$ cat config.mk
export PLATFORM = sky130hd
export DESIGN_NAME = region_table_fault_classifier_unit
export DESIGN_NICKNAME = d
export VERILOG_FILES = /design/src/rtl/core/rtfc_pkg.sv /design/src/rtl/core/region_table_fault_classifier_unit.sv
export SDC_FILE = /design/constraint.sdc
export NUM_CORES = 2
export LEC_CHECK = 0
export BUFFER_PORTS_ARGS = -buffer_cell sky130_fd_sc_hd__buf_2
export CORE_MARGIN = 2
export CORE_UTILIZATION = 56
export CTS_CLUSTER_SIZE = 14
export DETAILED_ROUTE_END_ITERATION = 6
export PLACE_DENSITY_LB_ADDON = 0.3
export SLEW_MARGIN = 20
export SYNTH_ARGS = -nofsm -noshare
export SYNTH_HDL_FRONTEND = slang
export SYNTH_SLANG_ARGS = --single-unit
$ cat constraint.sdc
create_clock -name clk -period 7.7 [get_ports clk]
set_input_delay 0.385 -clock clk [delete_from_list [all_inputs] [get_ports clk]]
set_output_delay 0.385 -clock clk [all_outputs]
set_load 0.02 [all_outputs]
$ cat src/rtl/core/rtfc_pkg.sv
`timescale 1ns / 1ps

package rtfc_pkg;

    // table depth default
    localparam int MAX_REGIONS_DEF = 16;

    // page geometry
    localparam logic [31:0] PAGE_MASK = 32'hFFFF_F000;

    // permission bit positions
    localparam int PERM_READ  = 0;
    localparam int PERM_WRITE = 1;
    localparam int PERM_EXEC  = 2;

    typedef enum logic [1:0] {
        OP_INSERT  = 2'd0,
        OP_RELEASE = 2'd1,
        OP_RESIZE  = 2'd2,
        OP_FAULT   = 2'd3
    } op_t;

    typedef enum logic [1:0] {
        ST_OK        = 2'd0,
        ST_FULL      = 2'd1,
        ST_BAD_INDEX = 2'd2
    } status_t;

    typedef enum logic [2:0] {
        ACT_ANON         = 3'd0,
        ACT_FILE         = 3'd1,
        ACT_DELAYED      = 3'd2,
        ACT_UNMAPPED     = 3'd3,
        ACT_NOT_WRITABLE = 3'd4,
        ACT_NOT_READABLE = 3'd5,
        ACT_NOT_EXEC     = 3'd6,
        ACT_UNMANAGED    = 3'd7
    } action_t;

    typedef enum logic [1:0] {
        ACC_READ  = 2'd0,
        ACC_WRITE = 2'd1,
        ACC_EXEC  = 2'd2,
        ACC_OTHER = 2'd3
    } access_t;

    typedef enum logic [1:0] {
        KIND_ANON    = 2'd0,
        KIND_FILE    = 2'd1,
        KIND_DELAYED = 2'd2,
        KIND_OTHER   = 2'd3
    } region_kind_t;

    typedef enum logic [2:0] {
        S_IDLE,
        S_REL_RD,
        S_REL_WR,
        S_RSZ_RD,
        S_RSZ_WR,
        S_FLT_SCAN,
        S_FLT_OFS,
        S_FINISH
    } state_t;

    // one table entry
    typedef struct packed {
        logic [31:0] base;
        logic [31:0] length;
        logic [2:0]  perms;
        logic [1:0]  kind;
    } region_t;

    // length rounded up to a whole page, modulo 2^32
    function automatic logic [31:0] page_roundup(input logic [31:0] n);
        logic [19:0] hi;
        hi = n[31:12] + 20'(|n[11:0]);
        return {hi, 12'h000};
    endfunction

endpackage

$ cat src/rtl/core/region_table_fault_classifier_unit.sv
`timescale 1ns / 1ps
// insert: entry written from idle, then S_FINISH; resize: S_RSZ_RD, S_RSZ_WR, then S_FINISH
// release at index i: an S_REL_RD read and an S_REL_WR write per moved entry, then S_FINISH
// fault check with n regions: scans the n regions, one region per cycle through the
// shared adder (end = base + page-rounded length); a mapped-file hit adds the S_FLT_OFS step
// one item at a time; the next input beat is taken once the result sits in the output register
// reset: region count cleared, table contents undefined until written, no clearing pass

module region_table_fault_classifier_unit
    import rtfc_pkg::*;
#(
    parameter int MAX_REGIONS = MAX_REGIONS_DEF
)
(
    input  logic               clk,
    input  logic               rst_n,
    input  logic               in_valid,
    output logic               in_stall,
    input  logic [1:0]         operation,
    input  logic [31:0]        address,
    input  logic [31:0]        length,
    input  logic [2:0]         permissions,
    input  logic [1:0]         region_type,
    input  logic [3:0]         index,
    input  logic signed [31:0] increment,
    input  logic [1:0]         access_kind,
    input  logic               missing_page,
    output logic               out_valid,
    input  logic               out_stall,
    output logic [1:0]         status,
    output logic [2:0]         action,
    output logic [3:0]         slot,
    output logic [31:0]        page_address,
    output logic [31:0]        file_offset,
    output logic               page_writable
);

    localparam int IDX_W  = (MAX_REGIONS > 1) ? $clog2(MAX_REGIONS) : 1;
    localparam int CNT_W  = $clog2(MAX_REGIONS + 1);
    localparam int WIDE_W = (CNT_W > 4) ? CNT_W : 4;
    localparam logic [CNT_W-1:0] CNT_MAX = CNT_W'(MAX_REGIONS);

    // control registers
    state_t             state_reg, state_next;
    logic [CNT_W-1:0]   count_reg, count_next;
    logic               out_valid_reg, out_valid_next;
    logic               s1_vld_reg, s1_vld_next;
    logic               s2_vld_reg, s2_vld_next;

    // work registers
    logic [CNT_W-1:0]   cur_reg, cur_next;
    logic [31:0]        addr_reg, addr_next;
    logic [31:0]        inc_reg, inc_next;
    logic [1:0]         access_reg, access_next;
    logic               missing_reg, missing_next;
    logic [CNT_W-1:0]   s1_idx_reg, s1_idx_next;
    logic [CNT_W-1:0]   s2_idx_reg, s2_idx_next;
    region_t            s2_entry_reg, s2_entry_next;
    logic [31:0]        s2_end_reg, s2_end_next;

    // result registers
    logic [1:0]         res_status_reg, res_status_next;
    logic [2:0]         res_action_reg, res_action_next;
    logic [3:0]         res_slot_reg, res_slot_next;
    logic [31:0]        res_page_reg, res_page_next;
    logic [31:0]        res_foff_reg, res_foff_next;
    logic               res_wr_reg, res_wr_next;

    // output registers
    logic [1:0]         status_reg, status_next;
    logic [2:0]         action_reg, action_next;
    logic [3:0]         slot_reg, slot_next;
    logic [31:0]        page_reg, page_next;
    logic [31:0]        foff_reg, foff_next;
    logic               wr_reg, wr_next;

    // region table
    region_t            mem [MAX_REGIONS];
    region_t            rd_data_reg;
    logic [IDX_W-1:0]   rd_addr;
    logic               wr_en;
    logic [IDX_W-1:0]   wr_addr;
    region_t            wr_data;

    // shared adder
    logic [31:0]        add_a, add_b, add_sum;
    logic               add_cin;

    logic [CNT_W-1:0]   cur_inc;
    logic [WIDE_W-1:0]  index_wide, count_wide;
    logic               out_free;
    logic               hit;
    logic [2:0]         cls_action;
    logic               cls_wr;

    assign cur_inc    = cur_reg + CNT_W'(1);
    assign index_wide = WIDE_W'(index);
    assign count_wide = WIDE_W'(count_reg);
    assign out_free   = !out_valid_reg || !out_stall;
    assign add_sum    = add_a + add_b + 32'(add_cin);

    // table read and write ports
    always_ff @(posedge clk)
    begin
        if (wr_en)
        begin
            mem[wr_addr] <= wr_data;
        end
        rd_data_reg <= mem[rd_addr];
    end

    // read address
    always_comb
    begin
        if (state_reg == S_REL_RD)
        begin
            rd_addr = cur_inc[IDX_W-1:0];
        end
        else
        begin
            rd_addr = cur_reg[IDX_W-1:0];
        end
    end

    // adder operand select
    always_comb
    begin
        add_a   = rd_data_reg.length;
        add_b   = inc_reg;
        add_cin = 1'b0;
        case (state_reg)
            S_FLT_SCAN:
            begin
                add_a = rd_data_reg.base;
                add_b = page_roundup(rd_data_reg.length);
            end
            S_FLT_OFS:
            begin
                add_a   = res_page_reg;
                add_b   = ~s2_entry_reg.base;
                add_cin = 1'b1;
            end
            default:
            begin
                add_a = rd_data_reg.length;
            end
        endcase
    end

    // region match and access classification
    always_comb
    begin
        hit = s2_vld_reg && (addr_reg >= s2_entry_reg.base) && (addr_reg < s2_end_reg);
        cls_wr = 1'b0;
        if (access_reg == ACC_WRITE && !s2_entry_reg.perms[PERM_WRITE])
        begin
            cls_action = ACT_NOT_WRITABLE;
        end
        else if (access_reg == ACC_READ && !s2_entry_reg.perms[PERM_READ])
        begin
            cls_action = ACT_NOT_READABLE;
        end
        else if (access_reg == ACC_EXEC && !s2_entry_reg.perms[PERM_EXEC])
        begin
            cls_action = ACT_NOT_EXEC;
        end
        else if (missing_reg && s2_entry_reg.kind != KIND_OTHER)
        begin
            cls_action = {1'b0, s2_entry_reg.kind};
            cls_wr     = s2_entry_reg.perms[PERM_WRITE];
        end
        else
        begin
            cls_action = ACT_UNMANAGED;
        end
    end

    // sequencer
    always_comb
    begin
        state_next      = state_reg;
        count_next      = count_reg;
        out_valid_next  = out_valid_reg && out_stall;
        s1_vld_next     = s1_vld_reg;
        s2_vld_next     = s2_vld_reg;
        cur_next        = cur_reg;
        addr_next       = addr_reg;
        inc_next        = inc_reg;
        access_next     = access_reg;
        missing_next    = missing_reg;
        s1_idx_next     = s1_idx_reg;
        s2_idx_next     = s2_idx_reg;
        s2_entry_next   = s2_entry_reg;
        s2_end_next     = s2_end_reg;
        res_status_next = res_status_reg;
        res_action_next = res_action_reg;
        res_slot_next   = res_slot_reg;
        res_page_next   = res_page_reg;
        res_foff_next   = res_foff_reg;
        res_wr_next     = res_wr_reg;
        status_next     = status_reg;
        action_next     = action_reg;
        slot_next       = slot_reg;
        page_next       = page_reg;
        foff_next       = foff_reg;
        wr_next         = wr_reg;
        wr_en           = 1'b0;
        wr_addr         = cur_reg[IDX_W-1:0];
        wr_data         = rd_data_reg;

        case (state_reg)
            S_IDLE:
            begin
                if (in_valid)
                begin
                    res_status_next = ST_OK;
                    res_action_next = ACT_ANON;
                    res_slot_next   = 4'd0;
                    res_page_next   = 32'd0;
                    res_foff_next   = 32'd0;
                    res_wr_next     = 1'b0;
                    addr_next       = address;
                    inc_next        = increment;
                    access_next     = access_kind;
                    missing_next    = missing_page;
                    case (operation)
                        OP_INSERT:
                        begin
                            state_next = S_FINISH;
                            if (count_reg == CNT_MAX)
                            begin
                                res_status_next = ST_FULL;
                            end
                            else
                            begin
                                wr_en         = 1'b1;
                                wr_addr       = count_reg[IDX_W-1:0];
                                wr_data       = '{base: address, length: length,
                                                  perms: permissions, kind: region_type};
                                count_next    = count_reg + CNT_W'(1);
                                res_slot_next = count_wide[3:0];
                            end
                        end
                        OP_RELEASE, OP_RESIZE:
                        begin
                            if (index_wide >= count_wide)
                            begin
                                res_status_next = ST_BAD_INDEX;
                                state_next      = S_FINISH;
                            end
                            else
                            begin
                                cur_next   = index_wide[CNT_W-1:0];
                                state_next = (operation == OP_RELEASE) ? S_REL_RD : S_RSZ_RD;
                            end
                        end
                        default:
                        begin
                            res_page_next = address & PAGE_MASK;
                            cur_next      = '0;
                            s1_vld_next   = 1'b0;
                            s2_vld_next   = 1'b0;
                            state_next    = S_FLT_SCAN;
                        end
                    endcase
                end
            end

            // close the gap: read entry cur+1, write it at cur
            S_REL_RD:
            begin
                if (cur_inc < count_reg)
                begin
                    state_next = S_REL_WR;
                end
                else
                begin
                    count_next = count_reg - CNT_W'(1);
                    state_next = S_FINISH;
                end
            end
            S_REL_WR:
            begin
                wr_en      = 1'b1;
                wr_addr    = cur_reg[IDX_W-1:0];
                wr_data    = rd_data_reg;
                cur_next   = cur_inc;
                state_next = S_REL_RD;
            end

            // length update through the shared adder
            S_RSZ_RD:
            begin
                state_next = S_RSZ_WR;
            end
            S_RSZ_WR:
            begin
                wr_en          = 1'b1;
                wr_addr        = cur_reg[IDX_W-1:0];
                wr_data        = rd_data_reg;
                wr_data.length = add_sum;
                state_next     = S_FINISH;
            end

            // scan pipeline: read, region end, compare
            S_FLT_SCAN:
            begin
                if (hit)
                begin
                    res_slot_next   = 4'(s2_idx_reg);
                    res_action_next = cls_action;
                    res_wr_next     = cls_wr;
                    state_next      = (cls_action == ACT_FILE) ? S_FLT_OFS : S_FINISH;
                end
                else if (!s1_vld_reg && !s2_vld_reg && cur_reg >= count_reg)
                begin
                    res_action_next = ACT_UNMAPPED;
                    state_next      = S_FINISH;
                end
                else
                begin
                    s2_vld_next   = s1_vld_reg;
                    s2_idx_next   = s1_idx_reg;
                    s2_entry_next = rd_data_reg;
                    s2_end_next   = add_sum;
                    if (cur_reg < count_reg)
                    begin
                        s1_vld_next = 1'b1;
                        s1_idx_next = cur_reg;
                        cur_next    = cur_inc;
                    end
                    else
                    begin
                        s1_vld_next = 1'b0;
                    end
                end
            end

            // file offset = page - base
            S_FLT_OFS:
            begin
                res_foff_next = add_sum;
                state_next    = S_FINISH;
            end

            // hand the result to the output register
            S_FINISH:
            begin
                if (out_free)
                begin
                    out_valid_next = 1'b1;
                    status_next    = res_status_reg;
                    action_next    = res_action_reg;
                    slot_next      = res_slot_reg;
                    page_next      = res_page_reg;
                    foff_next      = res_foff_reg;
                    wr_next        = res_wr_reg;
                    state_next     = S_IDLE;
                end
            end

            default:
            begin
                state_next = S_IDLE;
            end
        endcase
    end

    // control state
    always_ff @(posedge clk or negedge rst_n)
    begin
        if (!rst_n)
        begin
            state_reg     <= S_IDLE;
            count_reg     <= '0;
            out_valid_reg <= 1'b0;
            s1_vld_reg    <= 1'b0;
            s2_vld_reg    <= 1'b0;
        end
        else
        begin
            state_reg     <= state_next;
            count_reg     <= count_next;
            out_valid_reg <= out_valid_next;
            s1_vld_reg    <= s1_vld_next;
            s2_vld_reg    <= s2_vld_next;
        end
    end

    // payload
    always_ff @(posedge clk)
    begin
        cur_reg        <= cur_next;
        addr_reg       <= addr_next;
        inc_reg        <= inc_next;
        access_reg     <= access_next;
        missing_reg    <= missing_next;
        s1_idx_reg     <= s1_idx_next;
        s2_idx_reg     <= s2_idx_next;
        s2_entry_reg   <= s2_entry_next;
        s2_end_reg     <= s2_end_next;
        res_status_reg <= res_status_next;
        res_action_reg <= res_action_next;
        res_slot_reg   <= res_slot_next;
        res_page_reg   <= res_page_next;
        res_foff_reg   <= res_foff_next;
        res_wr_reg     <= res_wr_next;
        status_reg     <= status_next;
        action_reg     <= action_next;
        slot_reg       <= slot_next;
        page_reg       <= page_next;
        foff_reg       <= foff_next;
        wr_reg         <= wr_next;
    end

    assign in_stall      = (state_reg != S_IDLE);
    assign out_valid     = out_valid_reg;
    assign status        = status_reg;
    assign action        = action_reg;
    assign slot          = slot_reg;
    assign page_address  = page_reg;
    assign file_offset   = foff_reg;
    assign page_writable = wr_reg;

    // checks
    a_count_bound: assert property (@(posedge clk) disable iff (!rst_n)
        count_reg <= CNT_MAX)
        else $error("region count above table depth");

    a_insert_count: assert property (@(posedge clk) disable iff (!rst_n)
        (in_valid && !in_stall && operation == OP_INSERT && count_reg != CNT_MAX)
        |=> count_reg == $past(count_reg) + CNT_W'(1))
        else $error("insert did not grow the table");

    a_scan_in_range: assert property (@(posedge clk) disable iff (!rst_n)
        (state_reg == S_FLT_SCAN && s2_vld_reg) |-> s2_idx_reg < count_reg)
        else $error("scan compared an entry beyond the count");

    a_out_from_finish: assert property (@(posedge clk) disable iff (!rst_n)
        $rose(out_valid_reg) |-> $past(state_reg) == S_FINISH)
        else $error("output beat raised outside the finish step");

    a_unmapped_clean: assert property (@(posedge clk) disable iff (!rst_n)
        (out_valid_reg && action_reg == ACT_UNMAPPED)
        |-> (slot_reg == 4'd0 && foff_reg == 32'd0 && !wr_reg))
        else $error("unmapped result carries region fields");

endmodule
==> results.md <==
- Layout Nets: 3692
- Resized cells post-CTS: 0
- CTS buffer count: 148
- Synth unique cells: 69
- Worst setup EP type: flop
- Most area-consuming cells after synthesis: edfxtp_1 (71%), mux4_2 (13%), ha_1 (2.5%)
- Most used DFF post-synth: edfxtp_1
- Mux contribution to synthesized area: 0.134
- Pleak: 23.1 nW
- Post-DR wirelength/cell: 30.6 µm
- Setup repair bufs after CTS: 0
- Final setup skew: 0.0252 ns
- Slew @ Worst Pin: 1.09 ns
- Cell Area, Placed: 61400 µm²
- Vias per Instance: 6.37
- Netlist Area Pre-Place: 58600 µm²
- Fmax: 187 MHz
- Largest register FFs: 1104
- Die area: 107000 µm²
- Worst-path fanout max: 18
- Post-Route WL: 152000 µm
- Hold slack final: 0.0527 ns
- Crit Reg-Reg Startpoint: state_reg[2]
- Combinational family with the most area after synthesis: multiplexers
- FF-to-FF setup slack: 2.34 ns
- Outcome: complete, no violations
- Simple-Gate Fraction of Synth Area: 0.0413
- Layout area overhead: 14.6%
- Mapped Cells: 3117
- R2r endpoint: mem[15][25]
- Period minus WS final: 5.36 ns
- EDFF count, synth: 1377
- Largest net degree at the start of global routing: 145
- Vias in the first global route: 31.6k
- Crit path buf inv count: 0
- Clk root buf: clkbuf_16
- Max VDD drop: 0.000485 V
- Non-Filler Instances: 4967
- Yosys reg bits: 1457
- Routed vias: 31.7k
- Post-synth ARST share: 0.00755
- # setup viols final: 0
- Post-Synth XOR/XNOR Area: 0.00852
- Worst setup path end: mem[15][25]
- Worst EP required: 8.11 ns
- Fin area: 67100 µm²
- Initial DRT Pass Iterations: 6
- Startpoint Class: flop
- Post-layout util: 0.648
- H-tree levels: 4
- ANT nets after route: 0
- Clock Tree Buf Depth: 3
- Max stage delay cell, worst path: o21ai_1
- Initial Util: 0.565
- Placed cells: 4608
- Final period utilization: 0.696
- Critical path type: flop to flop
- Cell family with the largest share of critical-path delay: compound AO/OA/AOI/OAI gates
- Relative slew slack: 0.275
- Clk Latency, worst-skew pair: 0.77 ns
- Final slew viol count: 0
- Global placement routability congestion: 0.961
- Post-CTS Hold Buffers: 74
- Grt total ovfl: 0
- Worst stage delay on the critical path: 0.79 ns
- Quantity of I/O buffers inserted on ports: 177
- I/O Pins: 190
- Share of cells above drive strength 1: 0.239
- Post-synthesis adder-cell area fraction: 0.0260
- RSZ-0062 raised after global routing: no
- CTS tree: done
- Post-synth top area share: 0.706
- Worst-case reg-to-reg path depth: 13
- Chip Width: 327 µm
- Critical-path cell list: and3b_2 -> nor2_4 -> nand2_1 -> o21ai_0 -> fa_1 -> fa_1 -> a211oi_1 -> o21bai_1 -> a221o_1 -> a21oi_1 -> o21ai_0 -> xnor2_1 -> o21ai_1
- Synth Warn #: 0
- Final Hold Fails: 0
- Clk slew on worst S/H paths: 0.07 ns
- Worst Path Arrival: 5.77 ns
- Core Area: 104000 µm²
- Initial antenna violation count: 14
- Number of max-cap violations: 0
- Setup TNS: 0 ns
- Die height: 327 µm
- Crit path depth: 13
- First-pass GRT wire length: 217000 µm
- CTS sink count: 1457
- First DRT Iteration DRCs: 4246
- Start point of the critical path: state_reg[2]
- Compound-gate portion of the synthesized area: 0.0380
- Syn_area_per_cell: 18.8 µm²
- Post-synth top area cell: edfxtp_1
- Worst hold path type: input port to flop
- Num rows: 118
- Detail Placement HPWL: 90800 µm
- Power per cell area: 486 nW/µm²
- GRT Total Usage: 0.286
- Post-route DRC: 0
- Post-synthesis sequential area ratio: 0.734
cell usage after synthesis (all sizes together) (8+ instances only):
cell and number:
edfxtp 1377, mux4 345, nand2 259, ha 117, inv 115, clkbuf 99
nor2 96, o21ai 80, a21oi 79, dfxtp 69, buf 47, a22oi 44
nand3 39, and2 34, xnor2 32, a21o 26, xor2 25, o221ai 18
nand4 17, a22o 16, and3 16, nor3 14, nand2b 13, nor2b 12
dfrtp 11, a211oi 8, a31oi 8
area by class of cell:
| type | count | area, µm² |
|---|---|---|
| sequential | 1457 | 43000 |
| fill | 6808 | 36500 |
| multi-input combinational | 1410 | 14800 |
| clock buffer | 198 | 4110 |
| timing repair buffer | 326 | 2270 |
| tap | 1380 | 1730 |
| clock inverter | 78 | 812 |
| inverter | 115 | 434 |
| antenna | 3 | 7.51 |
power breakdown:
| group | switching, mW | internal, mW | leakage [nW] |
|---|---|---|---|
| Clock | 2.98 | 4.24 | 2.39 |
| Sequential | 0.831 | 11.6 | 13.2 |
| Combinational | 7.74 | 5.24 | 7.51 |
worst reg2reg max path: stages (launching register included):
cell and delay (ns):
dfrtp_1 0.68, and3b_2 0.61, nor2_4 0.19, nand2_1 0.11, o21ai_0 0.12, fa_1 0.49, fa_1 0.50, a211oi_1 0.28
o21bai_1 0.13, a221o_1 0.43, a21oi_1 0.25, o21ai_0 0.20, xnor2_1 0.22, o21ai_1 0.79
worst min path at each step:
| stage | start | end | cells past startpoint |
|---|---|---|---|
| after floorplan | rst_n | count_reg[0] | 0 |
| after global placement | rst_n | out_valid | 1 |
| after detailed placement | rst_n | out_valid | 1 |
| after CTS | rst_n | s1_vld_reg | 2 |
| after global routing | length[28] | mem[2][33] | 3 |
| final | length[28] | mem[2][33] | 3 |
metal layers:
layer  wire, µm  up-vias  GRT usage
met5        106        -          0
met4       5730       16      0.111
met3      15900      314     0.0696
met2      72300     1836      0.444
met1      57800    16299      0.397
li1           -    13197          -
placed cells by master (no fill, tap or decap), types with 17 or more instances in the layout:
cell type      synthesis  routed
mux4_2               345     345
a22oi_1               44      44
buf_4                 12      66
dlygate4sd3_1          0      74
nor2_1                96      79
clkinv_2               0      20
nand2_1              259     257
o221ai_1              18      18
and2_1                34      33
clkinv_1               0      23
dfxtp_1               69      69
a21o_1                26      26
clkbuf_1              99      34
o21ai_0               79      66
buf_2                 26     177
nor2_4                 0      17
a21oi_1               79      78
clkbuf_16              0     153
xor2_1                25      23
xnor2_1               32      31
nand4_1               17      17
edfxtp_1            1377    1377
ha_1                 117     117
nand3_1               39      39
inv_1                114     113
stage by stage:
step | total power, mW | setup WS [ns]
after detailed placement | 25.3 | 1.97
after global placement | 24.9 | 2.22
after floorplan | 21.3 | 0.437
after CTS | 32.6 | 1.91
after global routing | 34.0 | 1.94
final | 32.6 | 2.34
logic make-up after synthesis:
group | after synthesis
xor gates and xnor gates | 57
other | 1
AOI/OAI and AO/OA | 337
and+or+nand+nor | 533
DFF | 1457
muxes | 351
buffers and inverters | 261
adders and majority gates | 120
No activity file was read; power rests on OpenSTA's default activity.
